===== config.mk =====
export PLATFORM = sky130hd
export DESIGN_NAME = bcs_ctrl
export DESIGN_NICKNAME = d
export VERILOG_FILES = /design/src/bcs_pkg.sv /design/src/bcs_ctrl.sv
export SDC_FILE = /design/constraint.sdc
export NUM_CORES = 1
export LEC_CHECK = 0
export BUFFER_PORTS_ARGS = -buffer_cell sky130_fd_sc_hd__buf_2
export CAP_MARGIN = 20
export CORE_AREA = 2 2 39 41
export CTS_CLUSTER_SIZE = 8
export DETAILED_ROUTE_END_ITERATION = 6
export DIE_AREA = 0 0 41 43
export GPL_ROUTABILITY_DRIVEN = 0
export SYNTH_ARGS = -nofsm -noshare
export SYNTH_HDL_FRONTEND = slang
export SYNTH_SLANG_ARGS = --single-unit

===== constraint.sdc =====
create_clock -name clk -period 2 [get_ports clk]
set_input_delay 0.1 -clock clk [delete_from_list [all_inputs] [get_ports clk]]
set_output_delay 0.1 -clock clk [all_outputs]
set_load 0.01 [all_outputs]

===== src/bcs_pkg.sv =====
// ----------------------------------------------------------------------------
// bcs_pkg: shared types and constants of the bicubic upscale sampler
// Holds the controller/datapath command and status groups, the register
// indexes, the output saturation limits and the cubic kernel weight function.
// ----------------------------------------------------------------------------
package bcs_pkg;

	localparam logic [1:0] CFG_WIDTH  = 2'd0;
	localparam logic [1:0] CFG_HEIGHT = 2'd1;
	localparam logic [1:0] CFG_SCALE  = 2'd2;

	localparam logic ACT_WRITE  = 1'b0;
	localparam logic ACT_SAMPLE = 1'b1;

	localparam logic signed [19:0] OUT_MIN = -20'sd2048;
	localparam logic signed [19:0] OUT_MAX = 20'sd6143;

	typedef enum logic [3:0] {
		ST_IDLE   = 4'b0001,
		ST_RUN    = 4'b0010,
		ST_DRAIN  = 4'b0100,
		ST_FINISH = 4'b1000
	} state_t;

	typedef struct packed {
		logic capture;
		logic store;
		logic issue;
		logic load_out;
	} cmd_t;

	typedef struct packed {
		logic action;
		logic req_bad;
		logic last_tap;
		logic pipe_busy;
		logic out_free;
	} sts_t;

	// keys weight times 1024 for a distance of m/8 pixels
	function automatic logic signed [11:0] kernel_w(input logic [4:0] m);
		int mi;
		int v;
		mi = int'(m);
		if (mi < 8) begin
			v = 3 * mi * mi * mi - 40 * mi * mi + 1024;
		end else if (mi < 16) begin
			v = -mi * mi * mi + 40 * mi * mi - 512 * mi + 2048;
		end else begin
			v = 0;
		end
		return 12'(v);
	endfunction

	// distance in eighths from the sample position to tap k (k = 0 is offset -1)
	function automatic logic [4:0] tap_dist(input logic [1:0] k, input logic [2:0] f);
		logic [4:0] d;
		case (k)
			2'd0: d = 5'd8 + {2'b00, f};
			2'd1: d = {2'b00, f};
			2'd2: d = 5'd8 - {2'b00, f};
			default: d = 5'd16 - {2'b00, f};
		endcase
		return d;
	endfunction

endpackage


===== src/bcs_ctrl.sv =====
// ----------------------------------------------------------------------------
// bcs_ctrl: sequencing controller
// Accepts request transactions, steps the datapath through the sixteen tap
// reads, waits for the pipeline to drain and hands the result to the output.
// ----------------------------------------------------------------------------
module bcs_ctrl import bcs_pkg::*; (
	input  logic clk,
	input  logic arst_n,
	input  logic req_valid,
	output logic req_ready,
	input  sts_t sts,
	output cmd_t cmd
);

	state_t state_q;
	state_t state_nxt;
	logic   accept;

	assign req_ready = (state_q == ST_IDLE);
	assign accept    = req_valid && req_ready;

	always_comb begin
		state_nxt    = state_q;
		cmd          = '0;
		case (state_q)
			ST_IDLE: begin
				if (accept) begin
					if (sts.action == ACT_SAMPLE) begin
						cmd.capture = 1'b1;
						state_nxt   = sts.req_bad ? ST_FINISH : ST_RUN;
					end else begin
						cmd.store = 1'b1;
					end
				end
			end
			ST_RUN: begin
				cmd.issue = 1'b1;
				if (sts.last_tap) begin
					state_nxt = ST_DRAIN;
				end
			end
			ST_DRAIN: begin
				if (!sts.pipe_busy) begin
					state_nxt = ST_FINISH;
				end
			end
			ST_FINISH: begin
				if (sts.out_free) begin
					cmd.load_out = 1'b1;
					state_nxt    = ST_IDLE;
				end
			end
			default: begin
				state_nxt = ST_IDLE;
			end
		endcase
	end

	always_ff @(posedge clk or negedge arst_n) begin
		if (!arst_n) begin
			state_q <= ST_IDLE;
		end else begin
			state_q <= state_nxt;
		end
	end

endmodule


==> results of run 1 <==
layout make-up:
type                            count  area, um2  area share [%]
Multi-Input combinational cell     25        170            43.0
Sequential cell                     4        101            25.6
Timing Repair Buffer               13       70.1            17.7
Clock buffer                        4       26.3            6.65
Tap cell                           16       20.0            5.06
Inverter                            2       7.51            1.90
routing by layer:
| layer | wire length (um) | global-route usage (%) | up-vias |
|---|---|---|---|
| met5 | 0 | 0 | - |
| met4 | 0 | 4.00 | 0 |
| met3 | 51 | 8.90 | 0 |
| met2 | 297 | 10.3 | 10 |
| met1 | 335 | 13.1 | 138 |
| li1 | - | - | 152 |
layout by cell type (no fill, tap or decap), types with 2 or more instances in the layout:
cell type,count
nor3_1,2
clkbuf_4,3
inv_1,2
nand3b_1,2
nand2_1,3
nand2b_1,2
nor2_1,3
a211oi_1,2
buf_2,12
dfrtp_1,3
synthesized netlist by cell type (all sizes together):
library cell	number
dfrtp	3
nand2	3
nor2	3
a211oi	2
buf	2
inv	2
nand2b	2
nand3b	2
nor3	2
a21oi	1
a31oi	1
and2b	1
and4b	1
dfstp	1
nor3b	1
nor4b	1
o21ai	1
o22a	1
o32a	1
or3	1
or4	1
stage by stage:
stage	setup WS [ns]	hold WS, ns	area, um2
floorplan	0.707	-0.196	295
global placement	0.597	-0.0951	359
detailed placement	0.592	-0.0944	359
CTS	0.316	0.146	395
global route	0.244	0.171	395
finish	0.339	0.155	395
critical path, cell delays in order, from the launching register on:
cell,delay [ns]
dfstp_2,0.58
nand2b_1,0.09
or3_4,0.35
nor3b_2,0.16
buf_2,0.14
kinds of logic after synthesis:
| group | after synthesis | share of synthesized area [%] |
|---|---|---|
| AO/OA/AOI/OAI | 7 | 16.9 |
| buffers and inverters | 4 | 8.05 |
| flip-flops | 4 | 34.3 |
| AND/OR/NAND/NOR | 18 | 40.7 |
power breakdown:
| part | switching (W) | leakage [nW] | internal [W] |
|---|---|---|---|
| registers | 0.00000990 | 0.0517 | 0.0000875 |
| clock network | 0.0000387 | 0.0150 | 0.0000752 |
| logic | 0.0000236 | 0.123 | 0.0000269 |
worst max-delay path by stage:
stage / start / end / slack [ns]
CTS: state_q[0]$_DFFE_PN1P_ / cmd[2] / 0.32
global route: state_q[0]$_DFFE_PN1P_ / cmd[2] / 0.24
floorplan: state_q[0]$_DFFE_PN1P_ / cmd[2] / 0.71
global placement: state_q[0]$_DFFE_PN1P_ / cmd[2] / 0.60
finish: state_q[0]$_DFFE_PN1P_ / cmd[2] / 0.34
detailed placement: state_q[0]$_DFFE_PN1P_ / cmd[2] / 0.59
==> summary.md, run 1 <==
| Metric | Value |
|---|---|
| Outcome | `finished clean` |
| CTS max path bufs | `2` |
| Synth top area share | `25.4%` |
| Biggest regs | `state_q (4)` |
| Global-route wire length before repair | `~1100 um` |
| Post-CTS Setup Bufs | `0` |
| Largest register FFs | `4` |
| Max Slew Vio Count | `0` |
| Lkg Pwr | `0.190 nW` |
| Hold depth | `3` |
| Port-buffer cells | `12` |
| Reg2Reg Depth | `3` |
| Yosys top cell by area | `dfrtp_1` |
| Die footprint | `1760 um2` |
| Yosys reg bits | `4` |
| Gr usage total | `under 10%` |
| Fin Clk Skew | `0.00142 ns` |
| Total CTS buffers | `3` |
| Rows | `14` |
| CP Max Fanout | `7` |
| WL/cell | `10.7 um` |
| TritonCTS Sinks | `4` |
| Fin cells | `64` |
| DRT Wirelength | `about 680 um` |
| Post-Syn Area | `just under 300 um2` |
| Worst-Margin Slew | `between 0.3 and 0.4 ns` |
| WP data required | `1.90 ns` |
| WHS Endpoint | `state_q[1]$_DFFE_PN0P_` |
| Starting Density | `a little over a fifth` |
| Slew HR | `between 70% and 80%` |
| Layout area overhead | `33.9%` |
| Routed vias/inst | `approximately 4.7` |
| Setup violations, final | `0` |
| Post-Route Utilization | `about 29%` |
| Startpoint types | `flip-flop` |
| Syn Inst Count | `33` |
| Post-cts resize count | `0` |
| Top reg by flops | `state_q` |
| Worst Setup End Kind | `primary output` |
| Total global routing overflow | `0` |
| Syn. warnings | `0` |
| Tot Pwr | `around 0.00026 W` |
| Hold path startpoint | `sts[2]` |
| Clk_lat worst skew | `approximately 0.24 ns` |
| Setup tns final | `0 ns` |
| H-tree level count | `1` |
| Vias | `300` |
| Arrival @ worst endpoint | `approximately 1.6 ns` |
| Synth unique cells | `22` |
| Syn Area/Cell | `a little under 9 um2` |
| Pre-antenna DRT Iters | `4` |
| VDD IR max | `between 0.2 and 0.3 mV` |
| Vias in the first global route | `around 260` |
| Worst reg-to-reg setup slack | `roughly 0.68 ns` |
| Unrepaired setup endpoints after global routing | `no` |
| Power per cell area | `~660 nW/um2` |
| CTS tree | `built` |
| Antenna Cells | `0` |
| R2r startpoint | `state_q[0]$_DFFE_PN1P_` |
| Number of max-cap violations | `0` |
| Initial antenna violation count | `0` |
| Synth area leaders | `dfrtp_1 25%, dfstp_2 8.9%, a211oi_1 5.1%, nand3b_1 5.1%, nand2b_1 4.2%` |
| Fill cells | `148` |
| Die width | `~41 um` |
| Dpl cells | `59` |
| Register area share after synthesis | `roughly 34%` |
| Post-route DRC | `0` |
| Final Cycle Share | `between 80% and 90%` |
| CORE AREA | `roughly 1400 um2` |
| Share of cells above drive strength 1 | `a little over two fifths` |
| Io pins | `13` |
| Tightest Hold Check Type | `in2reg` |
| Hold buffers post-CTS | `1` |
| Root Driver | `clkbuf_4` |
| Endpoints failing hold | `0` |
| Routed Antenna Nets | `0` |
| Iter 0 DRT Violations | `3` |
| Fmax | `roughly 600 MHz` |
| Layout Nets | `57` |
| Syn_nets | `between 40 and 50` |
| Setup CP Type | `reg2out` |
| Largest net degree at the start of global routing | `12` |
| Clock transition at path regs | `about 0.04 ns` |
| Crit Reg-Reg Endpoint | `state_q[0]$_DFFE_PN1P_` |
| Die height | `about 43 um` |
| Min Tclk post-route | `1.66 ns` |
Power figures use the tool's default switching activity.
==> run 2, diff against run 1 <==
==> constraint.sdc (replaced) <==
create_clock -name clk -period 1.4 [get_ports clk]
set_input_delay 0.07 -clock clk [delete_from_list [all_inputs] [get_ports clk]]
set_output_delay 0.07 -clock clk [all_outputs]
set_load 0.01 [all_outputs]
==> summary.md, run 2 (synthesized netlist as in run 1, its figures left out) <==
| Metric | Value |
|---|---|
| Outcome | `complete, but fails checks (was finished clean)` |
| Failing checks | `setup timing` |
| Largest net degree at the start of global routing | `12 (unchanged)` |
| Crit-path cells | `nand2b_1, or3_4, nor3b_2, buf_2 (unchanged)` |
| Share of cells above drive strength 1 | `53.7% (was 41.7%)` |
| Layout Nets | `63 (was 57)` |
| Io pins | `13 (unchanged)` |
| CTS max path bufs | `2 (unchanged)` |
| Fmax | `about 650 MHz` |
| Clk_lat worst skew | `0.24 ns (about the same)` |
| Crit Reg-Reg Endpoint | `state_q[3]$_DFFE_PN0P_ (was state_q[0]$_DFFE_PN1P_)` |
| TritonCTS Sinks | `4 (unchanged)` |
| Largest register FFs | `4 (unchanged)` |
| WHS | `0.117 ns (was 0.155 ns)` |
| Number of max-cap violations | `0 (unchanged)` |
| Slew HR | `80.3% (was 79.4%)` |
| Global route hottest layer | `met2 (was met1)` |
| Min Tclk post-route | `1.55 ns` |
| Port-buffer cells | `12 (unchanged)` |
| Die footprint | `1760 um2 (unchanged)` |
| Routed vias/inst | `4.83 (was 4.69)` |
| Lkg Pwr | `0.235 nW (was 0.190 nW)` |
| Total global routing overflow | `0 (unchanged)` |
| Post-route DRC | `0 (unchanged)` |
| Layout area overhead | `59.3% (was 33.9%)` |
| CP Max Fanout | `4 (was 7)` |
| Routed Antenna Nets | `0 (unchanged)` |
| Antenna Cells | `0 (unchanged)` |
| Vias | `338 (was 300)` |
| Die height | `43 um (unchanged)` |
| Critical path origin | `state_q[0]$_DFFE_PN1P_ (unchanged)` |
| Endpoints failing hold | `0 (unchanged)` |
| Placed Instance Area | `382 um2 (was 359 um2)` |
| Final Cycle Share | `111%` |
| Met1 Use GR | `13.0% (was 13.1%)` |
| Biggest regs | `state_q (4) (unchanged)` |
| Tightest Hold Check Type | `in2reg (unchanged)` |
| Max Slew Vio Count | `0 (unchanged)` |
| Startpoint types | `flip-flop (unchanged)` |
| Post-DP HPWL | `528 um` |
| Worst Setup End Kind | `primary output (unchanged)` |
| Initial antenna violation count | `0 (unchanged)` |
| CP Capture Point | `cmd[2] (unchanged)` |
| Setup violations, final | `5 (was 0)` |
| CORE AREA | `1380 um2 (unchanged)` |
| Gr usage total | `10.1% (was 9.70%)` |
| Slowest stage cell, crit path | `dfstp_2 (unchanged)` |
| Power per cell area | `876 nW/um2 (was 662 nW/um2)` |
| Setup tns final | `-0.374 ns (was 0 ns)` |
| Total CTS buffers | `3 (unchanged)` |
| Post-route setup slack | `-0.149 ns (was 0.339 ns)` |
| H-tree level count | `1 (unchanged)` |
| Fin Clk Skew | `0.00326 ns (was 0.00142 ns)` |
| Iter 0 DRT Violations | `18 (was 3)` |
| Post-Route Utilization | `34.0% (was 28.6%)` |
| Starting Density | `21.3% (unchanged)` |
| Post-route cell area | `470 um2 (was 395 um2)` |
| Unrepaired setup endpoints after global routing | `yes (was no)` |
| DRT Wirelength | `800 um (was 684 um)` |
| Vias in the first global route | `273 (was 262)` |
| WP data required | `1.33 ns (was 1.90 ns)` |
| Clock transition at path regs | `0.04 ns (about the same)` |
| Commonest non-fill, non-tap cells in the layout | `11 x buf_2, 4 x buf_4 (was 12 x buf_2, 3 x nor2_1, 3 x nand2_1, 3 x clkbuf_4, 3 x dfrtp_1)` |
| Worst reg-to-reg setup slack | `0.01 ns (was 0.68 ns)` |
| Worst-Margin Slew | `0.296 ns (was 0.310 ns)` |
| WL/cell | `11.4 um (was 10.7 um)` |
| Global-route wire length before repair | `1160 um (was 1110 um)` |
| Setup CP Type | `reg2out (unchanged)` |
| Die width | `41 um (unchanged)` |
| Reg2Reg Depth | `5 (was 3)` |
| GR Layer Usage met3 | `1.05% (was 8.90%)` |
| R2r startpoint | `state_q[0]$_DFFE_PN1P_ (unchanged)` |
| CTS tree | `built (unchanged)` |
| Global Route met2 Usage | `13.4% (was 10.3%)` |
| Pre-antenna DRT Iters | `5 (was 4)` |
| Top reg by flops | `state_q (unchanged)` |
| Rows | `14 (unchanged)` |
| Root Driver | `clkbuf_4 (unchanged)` |
| Commonest non-fill, non-tap cell in the layout | `buf_2 (unchanged)` |
| VDD IR max | `0.223 mV (was 0.298 mV)` |
| Fill cells | `149 (was 148)` |
| Arrival @ worst endpoint | `1.48 ns (was 1.56 ns)` |
| CP peak stage delay | `0.52 ns (was 0.58 ns)` |
-- run 2: per-layer routing --
metal  share of wire, %  vias to the layer above
met3                7.6                        4
met4                3.0                        0
met1                 41                      156
met5                  0                        -
li1                   -                      162
met2                 49                       16
-- run 2: cell type report --
cell class                 count  area (um2)  area share, %
multi-input combinational     25         186           39.6
timing repair buffer          19         129           27.4
sequential                     4         101           21.5
clock buffer                   4        26.3           5.59
tap                           16        20.0           4.26
inverter                       2        7.51           1.60
-- run 2: how the worst min path moves through the flow --
stage,from,depth (start not counted),slack [ns],to
final,sts[2],3,0.12,state_q[2]$_DFFE_PN0P_
after global routing,sts[1],3,0.15,state_q[2]$_DFFE_PN0P_
after CTS,sts[2],3,0.12,state_q[2]$_DFFE_PN0P_
after detailed placement,arst_n,1,-0.12,state_q[1]$_DFFE_PN0P_
after global placement,arst_n,1,-0.12,state_q[3]$_DFFE_PN0P_
after floorplan,arst_n,0,-0.23,state_q[1]$_DFFE_PN0P_
-- run 2: repair_timing --
action                     CTS  global route
setup buffers                2             1
hold endpoints to repair     4             0
hold buffers                 1             0
setup endpoints to repair    3             5
gates resized for setup      2             4
pin swaps                    1             2
-- run 2: where the power goes --
| group | internal, W | total, W | switching, W | leakage, nW |
|---|---|---|---|---|
| Combinational | 0.0000638 | 0.000115 | 0.0000513 | 0.168 |
| Clock | 0.000108 | 0.000166 | 0.0000579 | 0.0150 |
| Sequential | 0.000125 | 0.000132 | 0.00000701 | 0.0517 |
-- run 2: worst max-delay path: cells and delay by family, from the launching register on --
kind          cells  cell delay [ns]
buf+inv           1             0.14
flops             1             0.52
simple gates      3             0.57
-- run 2: stage by stage --
stage / total power (W) / cells / worst slack [ns]
6_report: 0.000412 / 70 / -0.149
3_3_place_gp: 0.000219 / 62 / 0.116
4_1_cts: 0.000395 / 69 / -0.138
5_1_grt: 0.000439 / 70 / -0.228
2_1_floorplan: 0.000184 / 33 / 0.137
3_5_place_dp: 0.000221 / 62 / 0.0957
